**src/hw/rtl/dmx512_frame_transmitter_core_assert.svh**
```systemverilog
// Assertion macros for the transmitter RTL.
`ifndef DMX512_FRAME_TRANSMITTER_CORE_ASSERT_SVH
`define DMX512_FRAME_TRANSMITTER_CORE_ASSERT_SVH

// Same-cycle implication, disabled during reset.
`define DMXTX_ASSERT_NOW(lbl, clk, rst_n, ante, cons, msg) \
    lbl: assert property (@(posedge clk) disable iff (!rst_n) (ante) |-> (cons)) \
        else $error(msg);

// Next-cycle implication, disabled during reset.
`define DMXTX_ASSERT_NEXT(lbl, clk, rst_n, ante, cons, msg) \
    lbl: assert property (@(posedge clk) disable iff (!rst_n) (ante) |=> (cons)) \
        else $error(msg);

`endif

```
**src/hw/rtl/dmxtx_pkg.sv**
```systemverilog
// Types and constants of the DMX512 frame transmitter.
package dmxtx_pkg;

    localparam int MAX_CHANNELS = 512;
    localparam int ST_AW        = (MAX_CHANNELS > 1) ? $clog2(MAX_CHANNELS) : 1;
    localparam int SLOT_BITS    = 11;
    localparam int Q_DEPTH      = 2;
    localparam int Q_PW         = (Q_DEPTH > 1) ? $clog2(Q_DEPTH) : 1;
    localparam int Q_CW         = $clog2(Q_DEPTH + 1);

    localparam int IDX_W = 9;
    localparam int VAL_W = 8;
    localparam int CNT_W = 10;
    localparam int CFG_W = 10;
    localparam int CFG_AW = 2;

    // Configuration register indexes
    localparam logic [CFG_AW-1:0] REG_CHANNEL_COUNT = 2'd0;
    localparam logic [CFG_AW-1:0] REG_BREAK_BITS    = 2'd1;
    localparam logic [CFG_AW-1:0] REG_MAB_BITS      = 2'd2;

    localparam logic [CNT_W-1:0] RST_CHANNEL_COUNT = 10'd512;
    localparam logic [7:0]       RST_BREAK_BITS    = 8'd22;
    localparam logic [7:0]       RST_MAB_BITS      = 8'd2;

    typedef enum logic {
        CMD_TICK  = 1'b0,
        CMD_WRITE = 1'b1
    } t_cmd;

    typedef enum logic [1:0] {
        PH_BREAK = 2'd0,
        PH_MAB   = 2'd1,
        PH_SLOT  = 2'd2
    } t_phase;

    typedef struct packed {
        t_cmd             cmd;
        logic [IDX_W-1:0] idx;
        logic [VAL_W-1:0] val;
    } t_item;

    // Queue head as seen by the sequencer
    typedef struct packed {
        logic  valid;
        t_item item;
    } t_q_head;

    // Sequencer status back to the front end
    typedef struct packed {
        logic pop;
        logic clr_busy;
    } t_bk_stat;

endpackage

```
**src/hw/rtl/dmx512_frame_transmitter_core.sv**
```systemverilog
// DMX512 frame transmitter: top level.
// Generates a continuous DMX512 line, one result per tick transaction: break
// (low for break_bits periods, frame_start on its first period), mark after
// break (high for mab_bits), start code 0, then channel_count slots of
// start bit, eight data bits LSB first and two stop bits. Write transactions
// (tuser = 1) load one byte into the 512-entry channel store and give no
// result. Throughput is one transaction per clock, ticks and writes alike,
// while the output is not stalled; a tick's result is offered once its
// item has moved from the item queue into the output register. The store
// is a RAM with a write port and a separate registered read port that
// continuously tracks the current slot, so the next slot byte is ready when
// a slot closes. After reset a clearing pass zeroes all 512 store entries,
// one entry per cycle, during which s_tready stays low; config writes are
// taken as usual. Config is expected to be written only while idle.
module dmx512_frame_transmitter_core
    import dmxtx_pkg::*;
(
    input  logic              i_clk,
    input  logic              i_rst_n,
    // Config write port: 0 channel_count, 1 break_bits, 2 mab_bits
    input  logic              i_cfg_we,
    input  logic [CFG_AW-1:0] i_cfg_idx,
    input  logic [CFG_W-1:0]  i_cfg_wdata,
    // Input stream
    input  logic              i_s_tvalid,
    output logic              o_s_tready,
    input  logic [23:0]       i_s_tdata,  // [8:0] channel_index, [16:9] channel_value, zero pad
    input  logic              i_s_tuser,  // [0] cmd
    // Output stream
    output logic              o_m_tvalid,
    input  logic              i_m_tready,
    output logic [7:0]        o_m_tdata,  // [0] line_level, zero pad
    output logic              o_m_tuser   // [0] frame_start
);

    t_q_head  head;
    t_bk_stat stat;
    logic     level;

    // Front end: takes transactions, decodes cmd, buffers two items
    dmxtx_front u_front (
        .i_clk      (i_clk),
        .i_rst_n    (i_rst_n),
        .i_s_tvalid (i_s_tvalid),
        .o_s_tready (o_s_tready),
        .i_s_tdata  (i_s_tdata[IDX_W+VAL_W-1:0]),
        .i_s_tuser  (i_s_tuser),
        .i_stat     (stat),
        .o_head     (head)
    );

    // Back end: frame sequencer, channel store, output register
    dmxtx_back u_back (
        .i_clk         (i_clk),
        .i_rst_n       (i_rst_n),
        .i_cfg_we      (i_cfg_we),
        .i_cfg_idx     (i_cfg_idx),
        .i_cfg_wdata   (i_cfg_wdata),
        .i_head        (head),
        .o_stat        (stat),
        .o_m_tvalid    (o_m_tvalid),
        .i_m_tready    (i_m_tready),
        .o_level       (level),
        .o_frame_start (o_m_tuser)
    );

    assign o_m_tdata = {7'b0, level};

endmodule

```
**src/hw/rtl/dmxtx_front.sv**
```systemverilog
// Input acceptance, command decode and item queue.
module dmxtx_front
    import dmxtx_pkg::*;
(
    input  logic                   i_clk,
    input  logic                   i_rst_n,
    input  logic                   i_s_tvalid,
    output logic                   o_s_tready,
    input  logic [IDX_W+VAL_W-1:0] i_s_tdata,  // channel_index, channel_value
    input  logic                   i_s_tuser,  // cmd
    input  t_bk_stat               i_stat,
    output t_q_head                o_head
);

    t_item            r_q [Q_DEPTH];
    logic [Q_PW-1:0]  r_wp, n_wp;
    logic [Q_PW-1:0]  r_rp, n_rp;
    logic [Q_CW-1:0]  r_cnt, n_cnt;
    logic             push;
    t_item            in_item;

    assign o_s_tready = (r_cnt < Q_CW'(Q_DEPTH)) && !i_stat.clr_busy;
    assign push       = i_s_tvalid && o_s_tready;

    always_comb begin
        in_item.cmd = i_s_tuser ? CMD_WRITE : CMD_TICK;
        in_item.idx = i_s_tdata[IDX_W-1:0];
        in_item.val = i_s_tdata[IDX_W+VAL_W-1:IDX_W];
    end

    always_comb begin
        n_wp  = r_wp;
        n_rp  = r_rp;
        n_cnt = r_cnt;
        if (push) begin
            n_wp = (r_wp == Q_PW'(Q_DEPTH - 1)) ? '0 : r_wp + Q_PW'(1);
        end
        if (i_stat.pop) begin
            n_rp = (r_rp == Q_PW'(Q_DEPTH - 1)) ? '0 : r_rp + Q_PW'(1);
        end
        case ({push, i_stat.pop})
            2'b10:   n_cnt = r_cnt + Q_CW'(1);
            2'b01:   n_cnt = r_cnt - Q_CW'(1);
            default: n_cnt = r_cnt;
        endcase
    end

    always_ff @(posedge i_clk) begin
        if (!i_rst_n) begin
            r_wp  <= '0;
            r_rp  <= '0;
            r_cnt <= '0;
        end else begin
            r_wp  <= n_wp;
            r_rp  <= n_rp;
            r_cnt <= n_cnt;
        end
    end

    always_ff @(posedge i_clk) begin
        if (push) begin
            r_q[r_wp] <= in_item;
        end
    end

    assign o_head.valid = (r_cnt != '0);
    assign o_head.item  = r_q[r_rp];

endmodule

```
**src/hw/rtl/dmxtx_back.sv**
```systemverilog
// Frame sequencer, channel store and output register.
module dmxtx_back
    import dmxtx_pkg::*;
(
    input  logic              i_clk,
    input  logic              i_rst_n,
    input  logic              i_cfg_we,
    input  logic [CFG_AW-1:0] i_cfg_idx,
    input  logic [CFG_W-1:0]  i_cfg_wdata,
    input  t_q_head           i_head,
    output t_bk_stat          o_stat,
    output logic              o_m_tvalid,
    input  logic              i_m_tready,
    output logic              o_level,
    output logic              o_frame_start
);

    `include "dmx512_frame_transmitter_core_assert.svh"

    // Config
    logic [CNT_W-1:0] r_chan_cnt;
    logic [7:0]       r_break_bits;
    logic [7:0]       r_mab_bits;

    // Sequencer state
    t_phase           r_phase, n_phase;
    logic [7:0]       r_cnt, n_cnt;
    logic [CNT_W-1:0] r_slot, n_slot;
    logic [7:0]       r_shift, n_shift;

    // Store and clear sweep
    logic [VAL_W-1:0] r_store [MAX_CHANNELS];
    logic [VAL_W-1:0] r_rd;
    logic             r_clr_busy;
    logic [ST_AW-1:0] r_clr_addr;
    logic             mem_we;
    logic [ST_AW-1:0] mem_waddr;
    logic [VAL_W-1:0] mem_wdata;

    // Output register
    logic r_out_valid;
    logic r_out_level, n_out_level;
    logic r_out_fs, n_out_fs;

    logic             out_free;
    logic             pop, tick_pop, wr_pop;
    logic [CNT_W-1:0] eff_cnt;
    logic [7:0]       cnt_inc;
    logic [7:0]       len;
    logic             slot_last;

    always_ff @(posedge i_clk) begin
        if (!i_rst_n) begin
            r_chan_cnt   <= RST_CHANNEL_COUNT;
            r_break_bits <= RST_BREAK_BITS;
            r_mab_bits   <= RST_MAB_BITS;
        end else if (i_cfg_we) begin
            case (i_cfg_idx)
                REG_CHANNEL_COUNT: r_chan_cnt   <= i_cfg_wdata[CNT_W-1:0];
                REG_BREAK_BITS:    r_break_bits <= i_cfg_wdata[7:0];
                REG_MAB_BITS:      r_mab_bits   <= i_cfg_wdata[7:0];
                default:           ;
            endcase
        end
    end

    assign out_free = !r_out_valid || i_m_tready;
    assign pop      = i_head.valid && !r_clr_busy
                      && ((i_head.item.cmd == CMD_WRITE) || out_free);
    assign tick_pop = pop && (i_head.item.cmd == CMD_TICK);
    assign wr_pop   = pop && (i_head.item.cmd == CMD_WRITE);

    assign o_stat.pop      = pop;
    assign o_stat.clr_busy = r_clr_busy;

    assign eff_cnt   = (r_chan_cnt > CNT_W'(MAX_CHANNELS)) ? CNT_W'(MAX_CHANNELS) : r_chan_cnt;
    assign cnt_inc   = r_cnt + 8'd1;
    assign slot_last = (r_slot >= eff_cnt);

    always_comb begin
        n_phase     = r_phase;
        n_cnt       = r_cnt;
        n_slot      = r_slot;
        n_shift     = r_shift;
        n_out_level = 1'b1;
        n_out_fs    = 1'b0;
        len         = 8'd1;
        case (r_phase)
            PH_MAB: begin
                len         = (r_mab_bits != 8'd0) ? r_mab_bits : 8'd1;
                n_out_level = 1'b1;
                n_cnt       = cnt_inc;
                if (cnt_inc >= len) begin
                    n_phase = PH_SLOT;
                    n_cnt   = '0;
                    n_slot  = '0;
                    n_shift = '0;
                end
            end
            PH_SLOT: begin
                if (r_cnt == 8'd0) begin
                    n_out_level = 1'b0;
                end else if (r_cnt <= 8'd8) begin
                    n_out_level = r_shift[0];
                    n_shift     = {1'b0, r_shift[7:1]};
                end else begin
                    n_out_level = 1'b1;
                end
                n_cnt = cnt_inc;
                if (cnt_inc >= 8'(SLOT_BITS)) begin
                    n_cnt = '0;
                    if (slot_last) begin
                        n_phase = PH_BREAK;
                        n_slot  = '0;
                    end else begin
                        n_slot  = r_slot + CNT_W'(1);
                        // r_rd already holds the byte of the slot being closed
                        n_shift = r_rd;
                    end
                end
            end
            default: begin
                len         = (r_break_bits != 8'd0) ? r_break_bits : 8'd1;
                n_phase     = PH_BREAK;
                n_out_level = 1'b0;
                n_out_fs    = (r_cnt == 8'd0);
                n_cnt       = cnt_inc;
                if (cnt_inc >= len) begin
                    n_phase = PH_MAB;
                    n_cnt   = '0;
                end
            end
        endcase
    end

    always_ff @(posedge i_clk) begin
        if (!i_rst_n) begin
            r_phase <= PH_BREAK;
            r_cnt   <= '0;
            r_slot  <= '0;
            r_shift <= '0;
        end else if (tick_pop) begin
            r_phase <= n_phase;
            r_cnt   <= n_cnt;
            r_slot  <= n_slot;
            r_shift <= n_shift;
        end
    end

    always_ff @(posedge i_clk) begin
        if (!i_rst_n) begin
            r_out_valid <= 1'b0;
        end else if (tick_pop) begin
            r_out_valid <= 1'b1;
        end else if (i_m_tready) begin
            r_out_valid <= 1'b0;
        end
    end

    always_ff @(posedge i_clk) begin
        if (tick_pop) begin
            r_out_level <= n_out_level;
            r_out_fs    <= n_out_fs;
        end
    end

    assign o_m_tvalid    = r_out_valid;
    assign o_level       = r_out_level;
    assign o_frame_start = r_out_fs;

    // Clear sweep after reset
    always_ff @(posedge i_clk) begin
        if (!i_rst_n) begin
            r_clr_busy <= 1'b1;
            r_clr_addr <= '0;
        end else if (r_clr_busy) begin
            r_clr_addr <= r_clr_addr + ST_AW'(1);
            if (r_clr_addr == ST_AW'(MAX_CHANNELS - 1)) begin
                r_clr_busy <= 1'b0;
            end
        end
    end

    always_comb begin
        if (r_clr_busy) begin
            mem_we    = 1'b1;
            mem_waddr = r_clr_addr;
            mem_wdata = '0;
        end else begin
            mem_we    = wr_pop && (32'(i_head.item.idx) < 32'(MAX_CHANNELS));
            mem_waddr = ST_AW'(i_head.item.idx);
            mem_wdata = i_head.item.val;
        end
    end

    always_ff @(posedge i_clk) begin
        if (mem_we) begin
            r_store[mem_waddr] <= mem_wdata;
        end
    end

    // Read port follows the current slot; a write to that entry is bypassed
    always_ff @(posedge i_clk) begin
        if (mem_we && (mem_waddr == r_slot[ST_AW-1:0])) begin
            r_rd <= mem_wdata;
        end else begin
            r_rd <= r_store[r_slot[ST_AW-1:0]];
        end
    end

    `DMXTX_ASSERT_NOW(a_no_pop_in_clear, i_clk, i_rst_n, r_clr_busy, !pop, "item taken during clear")
    `DMXTX_ASSERT_NOW(a_no_out_overrun, i_clk, i_rst_n, r_out_valid && !i_m_tready, !tick_pop, "result overwritten while stalled")
    `DMXTX_ASSERT_NEXT(a_slot_load, i_clk, i_rst_n, tick_pop && (r_phase == PH_SLOT) && (r_cnt == 8'(SLOT_BITS - 1)) && !slot_last, r_shift == $past(r_rd), "slot byte not loaded")

endmodule
```
**config.mk**
```make
export PLATFORM = sky130hd
export DESIGN_NAME = dmx512_frame_transmitter_core
export DESIGN_NICKNAME = d
export VERILOG_FILES = /design/src/hw/rtl/dmxtx_pkg.sv /design/src/hw/rtl/dmx512_frame_transmitter_core.sv /design/src/hw/rtl/dmxtx_front.sv /design/src/hw/rtl/dmxtx_back.sv
export VERILOG_INCLUDE_DIRS = /design/src /design/src/hw/rtl
export SDC_FILE = /design/constraint.sdc
export NUM_CORES = 2
export LEC_CHECK = 0
export BUFFER_PORTS_ARGS = -buffer_cell sky130_fd_sc_hd__buf_4
export CORE_MARGIN = 2
export CORE_UTILIZATION = 25
export CTS_BUF_LIST = sky130_fd_sc_hd__clkbuf_4
export CTS_CLUSTER_DIAMETER = 60
export DETAILED_ROUTE_END_ITERATION = 8
export PLACE_DENSITY = 0.42
export SETUP_SLACK_MARGIN = 0.1
export SLEW_MARGIN = 40
export SYNTH_ARGS = -nofsm -noshare
export SYNTH_HDL_FRONTEND = slang
export SYNTH_MEMORY_MAX_BITS = 65536
export SYNTH_SLANG_ARGS = --single-unit
export TNS_END_PERCENT = 30
```
**constraint.sdc**
```tcl
create_clock -name i_clk -period 43.9 [get_ports i_clk]
set_clock_uncertainty 0.15 [all_clocks]
set_input_delay 8.78 -clock i_clk [delete_from_list [all_inputs] [get_ports i_clk]]
set_output_delay 8.78 -clock i_clk [all_outputs]
set_load 0.02 [all_outputs]
```
# Yosys cells after proc, flatten, opt, wreduce, memory -nomap -nowiden
# Memories as Yosys holds them, arrays and structs flattened. A register that Yosys moved wholly into a read port is not among the register bits.
# Cells that the tools add are included.
# op_classes
addsub,7
magnitude_cmp,7
eq_ne,10
muxes,42
bitwise,1
n_reduce_logical,25
# ops
operator,count
$mux 8,11
$mux 10,4
$pmux 8 s2,2
$pmux 10 s2,1
$mux 1,17
$ge 8x8->1,2
$reduce_bool 8->1,2
$add 10x1->10 const B,1
$ge 10x10->1,1
$gt 10x10->1 const B,1
$add 9x1->9 const B,1
$eq 9x9->1 const B,1
$mux 9,1
$add 8x1->8 const B,1
$ge 8x4->1 const B,1
$le 8x4->1 const B,1
$logic_not 8->1,1
$pmux 2 s2,2
$reduce_and 4->1,2
$reduce_bool 2->1,4
$eq 2x1->1 const B,3
$eq 2x2->1 const B,3
$logic_and 1x1->1,6
$mux 2,3
other kinds (13),20
# word_totals
regBits,71
ramBits,4132
word_cells,109
n_memories,2
# memory_table
memory,depth,word_bits,read_ports,rd_clocked_by_memory_dff,wr,line,text
u_back.r_store,512,8,1,1,1,dmxtx_back.sv:32,logic [VAL_W-1:0] r_store [MAX_CHANNELS];
u_front.r_q,2,18,1,1,1,dmxtx_front.sv:15,t_item r_q [Q_DEPTH];

# Longest topological paths before layout
# depth
ltp_word,8
ltp_mapped,15
depth_no_buf,13

# Hierarchy
# A second synthesis with hierarchy kept.
# hier_totals
hier_cells,8315
hier_area_um2,164911.9
# modules_own_cells
mod,instances,cells_per_inst,area_per_inst_um2,seq_area_each_um2
dmxtx_back,1,8228,163332.9,124539.4
dmxtx_front,1,78,1515.2,1181.1
dmx512_frame_transmitter_core,1,9,63.8,0.0

# Least setup slack after synthesis
# Ideal clock, no wire load.
# synth_path
path_kind,reg2reg
start,register with a tool-made name
end,"memory u_back.r_store[0][0], data pin"
setup_ns,2.574
arrival_ns,12.888
setup_slack_ns,28.288
stages_incl_launch_ff,5
period_less_slack_ns,15.612
path_cell_list,dfxtp_1 -> clkbuf_1 -> buf_2 -> mux2i_1 -> nor2_1
# synth_lines
item,line
"end, declared",dmxtx_back.sv:32

# Worst setup path in the final report
# layout_path
start,register u_back.r_clr_busy
end,output port o_s_tready
# layout_via
elab_chain_len,2
# layout_lines
item,line,text
"start, declared",dmxtx_back.sv:34,logic r_clr_busy;
"start signal, assigned",dmxtx_back.sv:174,r_clr_busy <= 1'b1;
"start signal, assigned",dmxtx_back.sv:179,r_clr_busy <= 1'b0;
$logic_not 1->1,dmxtx_front.sv:22,assign o_s_tready = (r_cnt < Q_CW'(Q_DEPTH)) && !i_stat.clr_busy;
$logic_and 1x1->1,dmxtx_front.sv:22,
"end, declared",dmx512_frame_transmitter_core.sv:26,"output logic o_s_tready,"
# No other way between the ends.

==> results.cfg <==
[logic_synthesis]
synth-warning-count = 0
syn_area_per_cell_sq_um = 19.10
synth_top_cell_by_area = edfxtp_1
ys_ff_latch = 4213
synthTopCellsByArea = edfxtp_1, mux4_2, mux2i_1, nor2_1, a221oi_1
synth-edff-count = 4134
synth_top_cell_area_share_pct = 74.86
netlist_instances = 8682
seq_area_frac_synth_pct = 75.81
syn_area_sq_um = 165800
synthFlopType = edfxtp_1
synth.distinct_cells = 76
synthArstFlopShare_pct = 0

[placed_design]
dp.cells = 17170
dpl_cell_area_sq_um = 177200
io_buffer_count = 38
gp_routability_congestion = 0.8050
hpwlAfterDp_um = 330000

[clocking]
post_cts_buffers = 0
tritoncts = yes
ctsHtreeMaxLevel = 7
cts.reportedPaths.clkPinSlew_ns = 0.07
ctsLongestPathBuffers = 5
cts_resized = 0
clock-sinks = 4213
cts-root-buf = clkbuf_4
cts_buffers = 1217
clkLatencyLatePin_ns = 1.78
cts-hold-fix-buffers = 0

[timing]
fmax_mhz = 84.93
hold_viol_final = 0
finalSetupViolations = 0
post-route-min-period_ns = 11.77
slew_viol_final = 0
fin_hold_ws_ns = 0.2001
min_period_over_period_pct = 26.82
relSlewSlack_pct = 35.43
tns_ns = 0
rsz0062_at_grt = false
worst_pin_slew_ns = 0.9611

[route]
top_layer_used = met4
vias = 92050
drt-met1-wl_um = 239700
ant_nets = 0
met2_length_um = 259300
drcViolationCount = 0
drtPass1Iterations = 6
via_per_inst = 4.795
met3WireLength_um = 36530
routed_wl_um = 548400
wl_per_cell_um = 28.57
dr.first_iter.drc_count = 8845

[worst_setup_path]
reg2reg_slack_ns = 36.16
cp.arrival_ns = 2.84
crit_fanout = 42
required_ns = 34.97
crit_type = register to primary output
worstSetupStartpointType = register
crit_family = flip-flops
crit_chain = nor2_1 > buf_4
cp.buffers_inverters = 1
end_kind = primary output
startpoint = u_back.r_clr_busy
max_stage_delay_ns = 0.71
worstRegToRegCells = 14
crit-reg2reg-capture = u_back.r_shift[2]
crit_path_top_delay_cell = dfxtp_4

[power]
p_leak_nw = 48.08
switching_power_mw = 1.694
power_frac_seq_pct = 55.2
pwr-share-clk_pct = 44.2
power_density_nw_per_um2 = 41.00
intPower_mw = 6.195
ir_drop_v = 0.00002690
switching_share_pct = 21.47
combPwrFrac_pct = 0.6

[finish]
final_cell_mix = edfxtp_1, clkbuf_4, mux2i_1, mux4_2, nor2_2
drive_gt1_share_pct = 31.23
final_cells = 19200
fin_nets = 9749
area_delta_synth_final_pct = 16.03
num-fill-cells = 65410
final_cell_area_sq_um = 192400
layout_commonest_cell = edfxtp_1
final_util_pct = 29.07

[die]
die_x_um = 818.5
ios = 53
core-area_sq_um = 661800
die_y_um = 818.5
rows = 299
initial_core_util_pct = 25.06
die_area_sq_um = 669900

[global_routing]
grt_max_degree = 168
grt_pass1_vias = 95010
grt.total_usage_pct = 16.05
grt_antenna_before_repair = 39
grt_pass1_wl_um = 753300
gr-total-overflow = 0

[hold_path]
holdPathStages = 0
min_path_type = register to register
hold_path.startpoint = u_back.r_slot[8]

[run_status]
run_status = complete, no violations

[run]
maxCapViolations = 0
metrics by stage:
step           total power [mW]  worst slack [ns]
6_report                  7.889             32.13
5_1_grt                   8.197             31.86
4_1_cts                   7.989             31.88
3_5_place_dp              4.485             32.18
3_3_place_gp              4.483             32.12
2_1_floorplan             4.452             28.29
sequential cells by signal (all words and copies together), names as in the netlist, 9 cells and up, named ones only:
| register | count |
|---|---|
| u_back.r_store | 4096 |
| u_front.r_q | 36 |
| u_back.r_chan_cnt | 10 |
| u_back.r_slot | 10 |
| u_back.r_clr_addr | 9 |
logic make-up after synthesis:
family                     Yosys count  share of synthesized area (%)
adders and majority gates           35                         0.2641
buffers and inverters              597                          2.018
AOI/OAI and AO/OA                 1110                          4.911
other                                1                       0.002261
muxes                             1493                          13.75
DFF                               4213                          75.81
and+or+nand+nor                   1215                          3.152
xor gates and xnor gates            18                        0.09506
worst reg2reg max path, cell delays in order, from the launching register on:
cell      delay, ns
dfxtp_4        0.79
buf_4          0.64
buf_4          0.70
buf_12         0.54
buf_4          0.61
buf_4          0.64
buf_4          0.79
mux4_2         0.66
o21ai_0        0.32
o21ai_0        0.35
nand3_1        0.20
a21oi_1        0.17
nand3b_1       0.26
nor4_1         0.55
o221ai_1       0.18
cell usage after synthesis (all sizes together) (62+ instances only):
library cell	instances
edfxtp	4134
mux2i	850
nor2	723
mux4	626
buf	290
clkbuf	267
a221oi	264
o21ai	214
nand2	177
a21oi	147
a221o	125
nor3	102
a22oi	91
dfxtp	79
a211oi	62
worst max-delay path by stage:
stage,end,cells after the start
after detailed placement,u_back.r_shift[6],10
after CTS,o_s_tready,2
after floorplan,u_back.r_store[0][0],4
final,o_s_tready,2
after global routing,o_s_tready,2
after global placement,u_back.r_shift[6],10
metal layers:
metal	vias to the layer above	GRT usage, %
met3	761	3.718
met2	3729	25.58
li1	38480	-
met4	0	5.010
met5	-	0
met1	49080	21.72
final cells by class:
type | instances | area [sq um] | area share (%)
diodes | 36 | 90.09 | 0.04682
clock buffers | 1718 | 12900 | 6.703
clock inverters | 261 | 1257 | 0.6535
inverters | 40 | 167.7 | 0.08714
multi-input cells | 3878 | 38340 | 19.93
flip-flops and latches | 4213 | 125700 | 65.35
well taps | 8729 | 10920 | 5.676
repair buffers | 322 | 2993 | 1.555
power groups by stage:
stage	logic (mW)	clock network [mW]	registers, mW
6_report	0.0485	3.49	4.35
3_3_place_gp	0.0456	0	4.44
5_1_grt	0.0491	3.80	4.35
4_1_cts	0.0470	3.59	4.35
2_1_floorplan	0.0144	0	4.44
3_5_place_dp	0.0469	0	4.44
(Power assumes the default switching activity.)
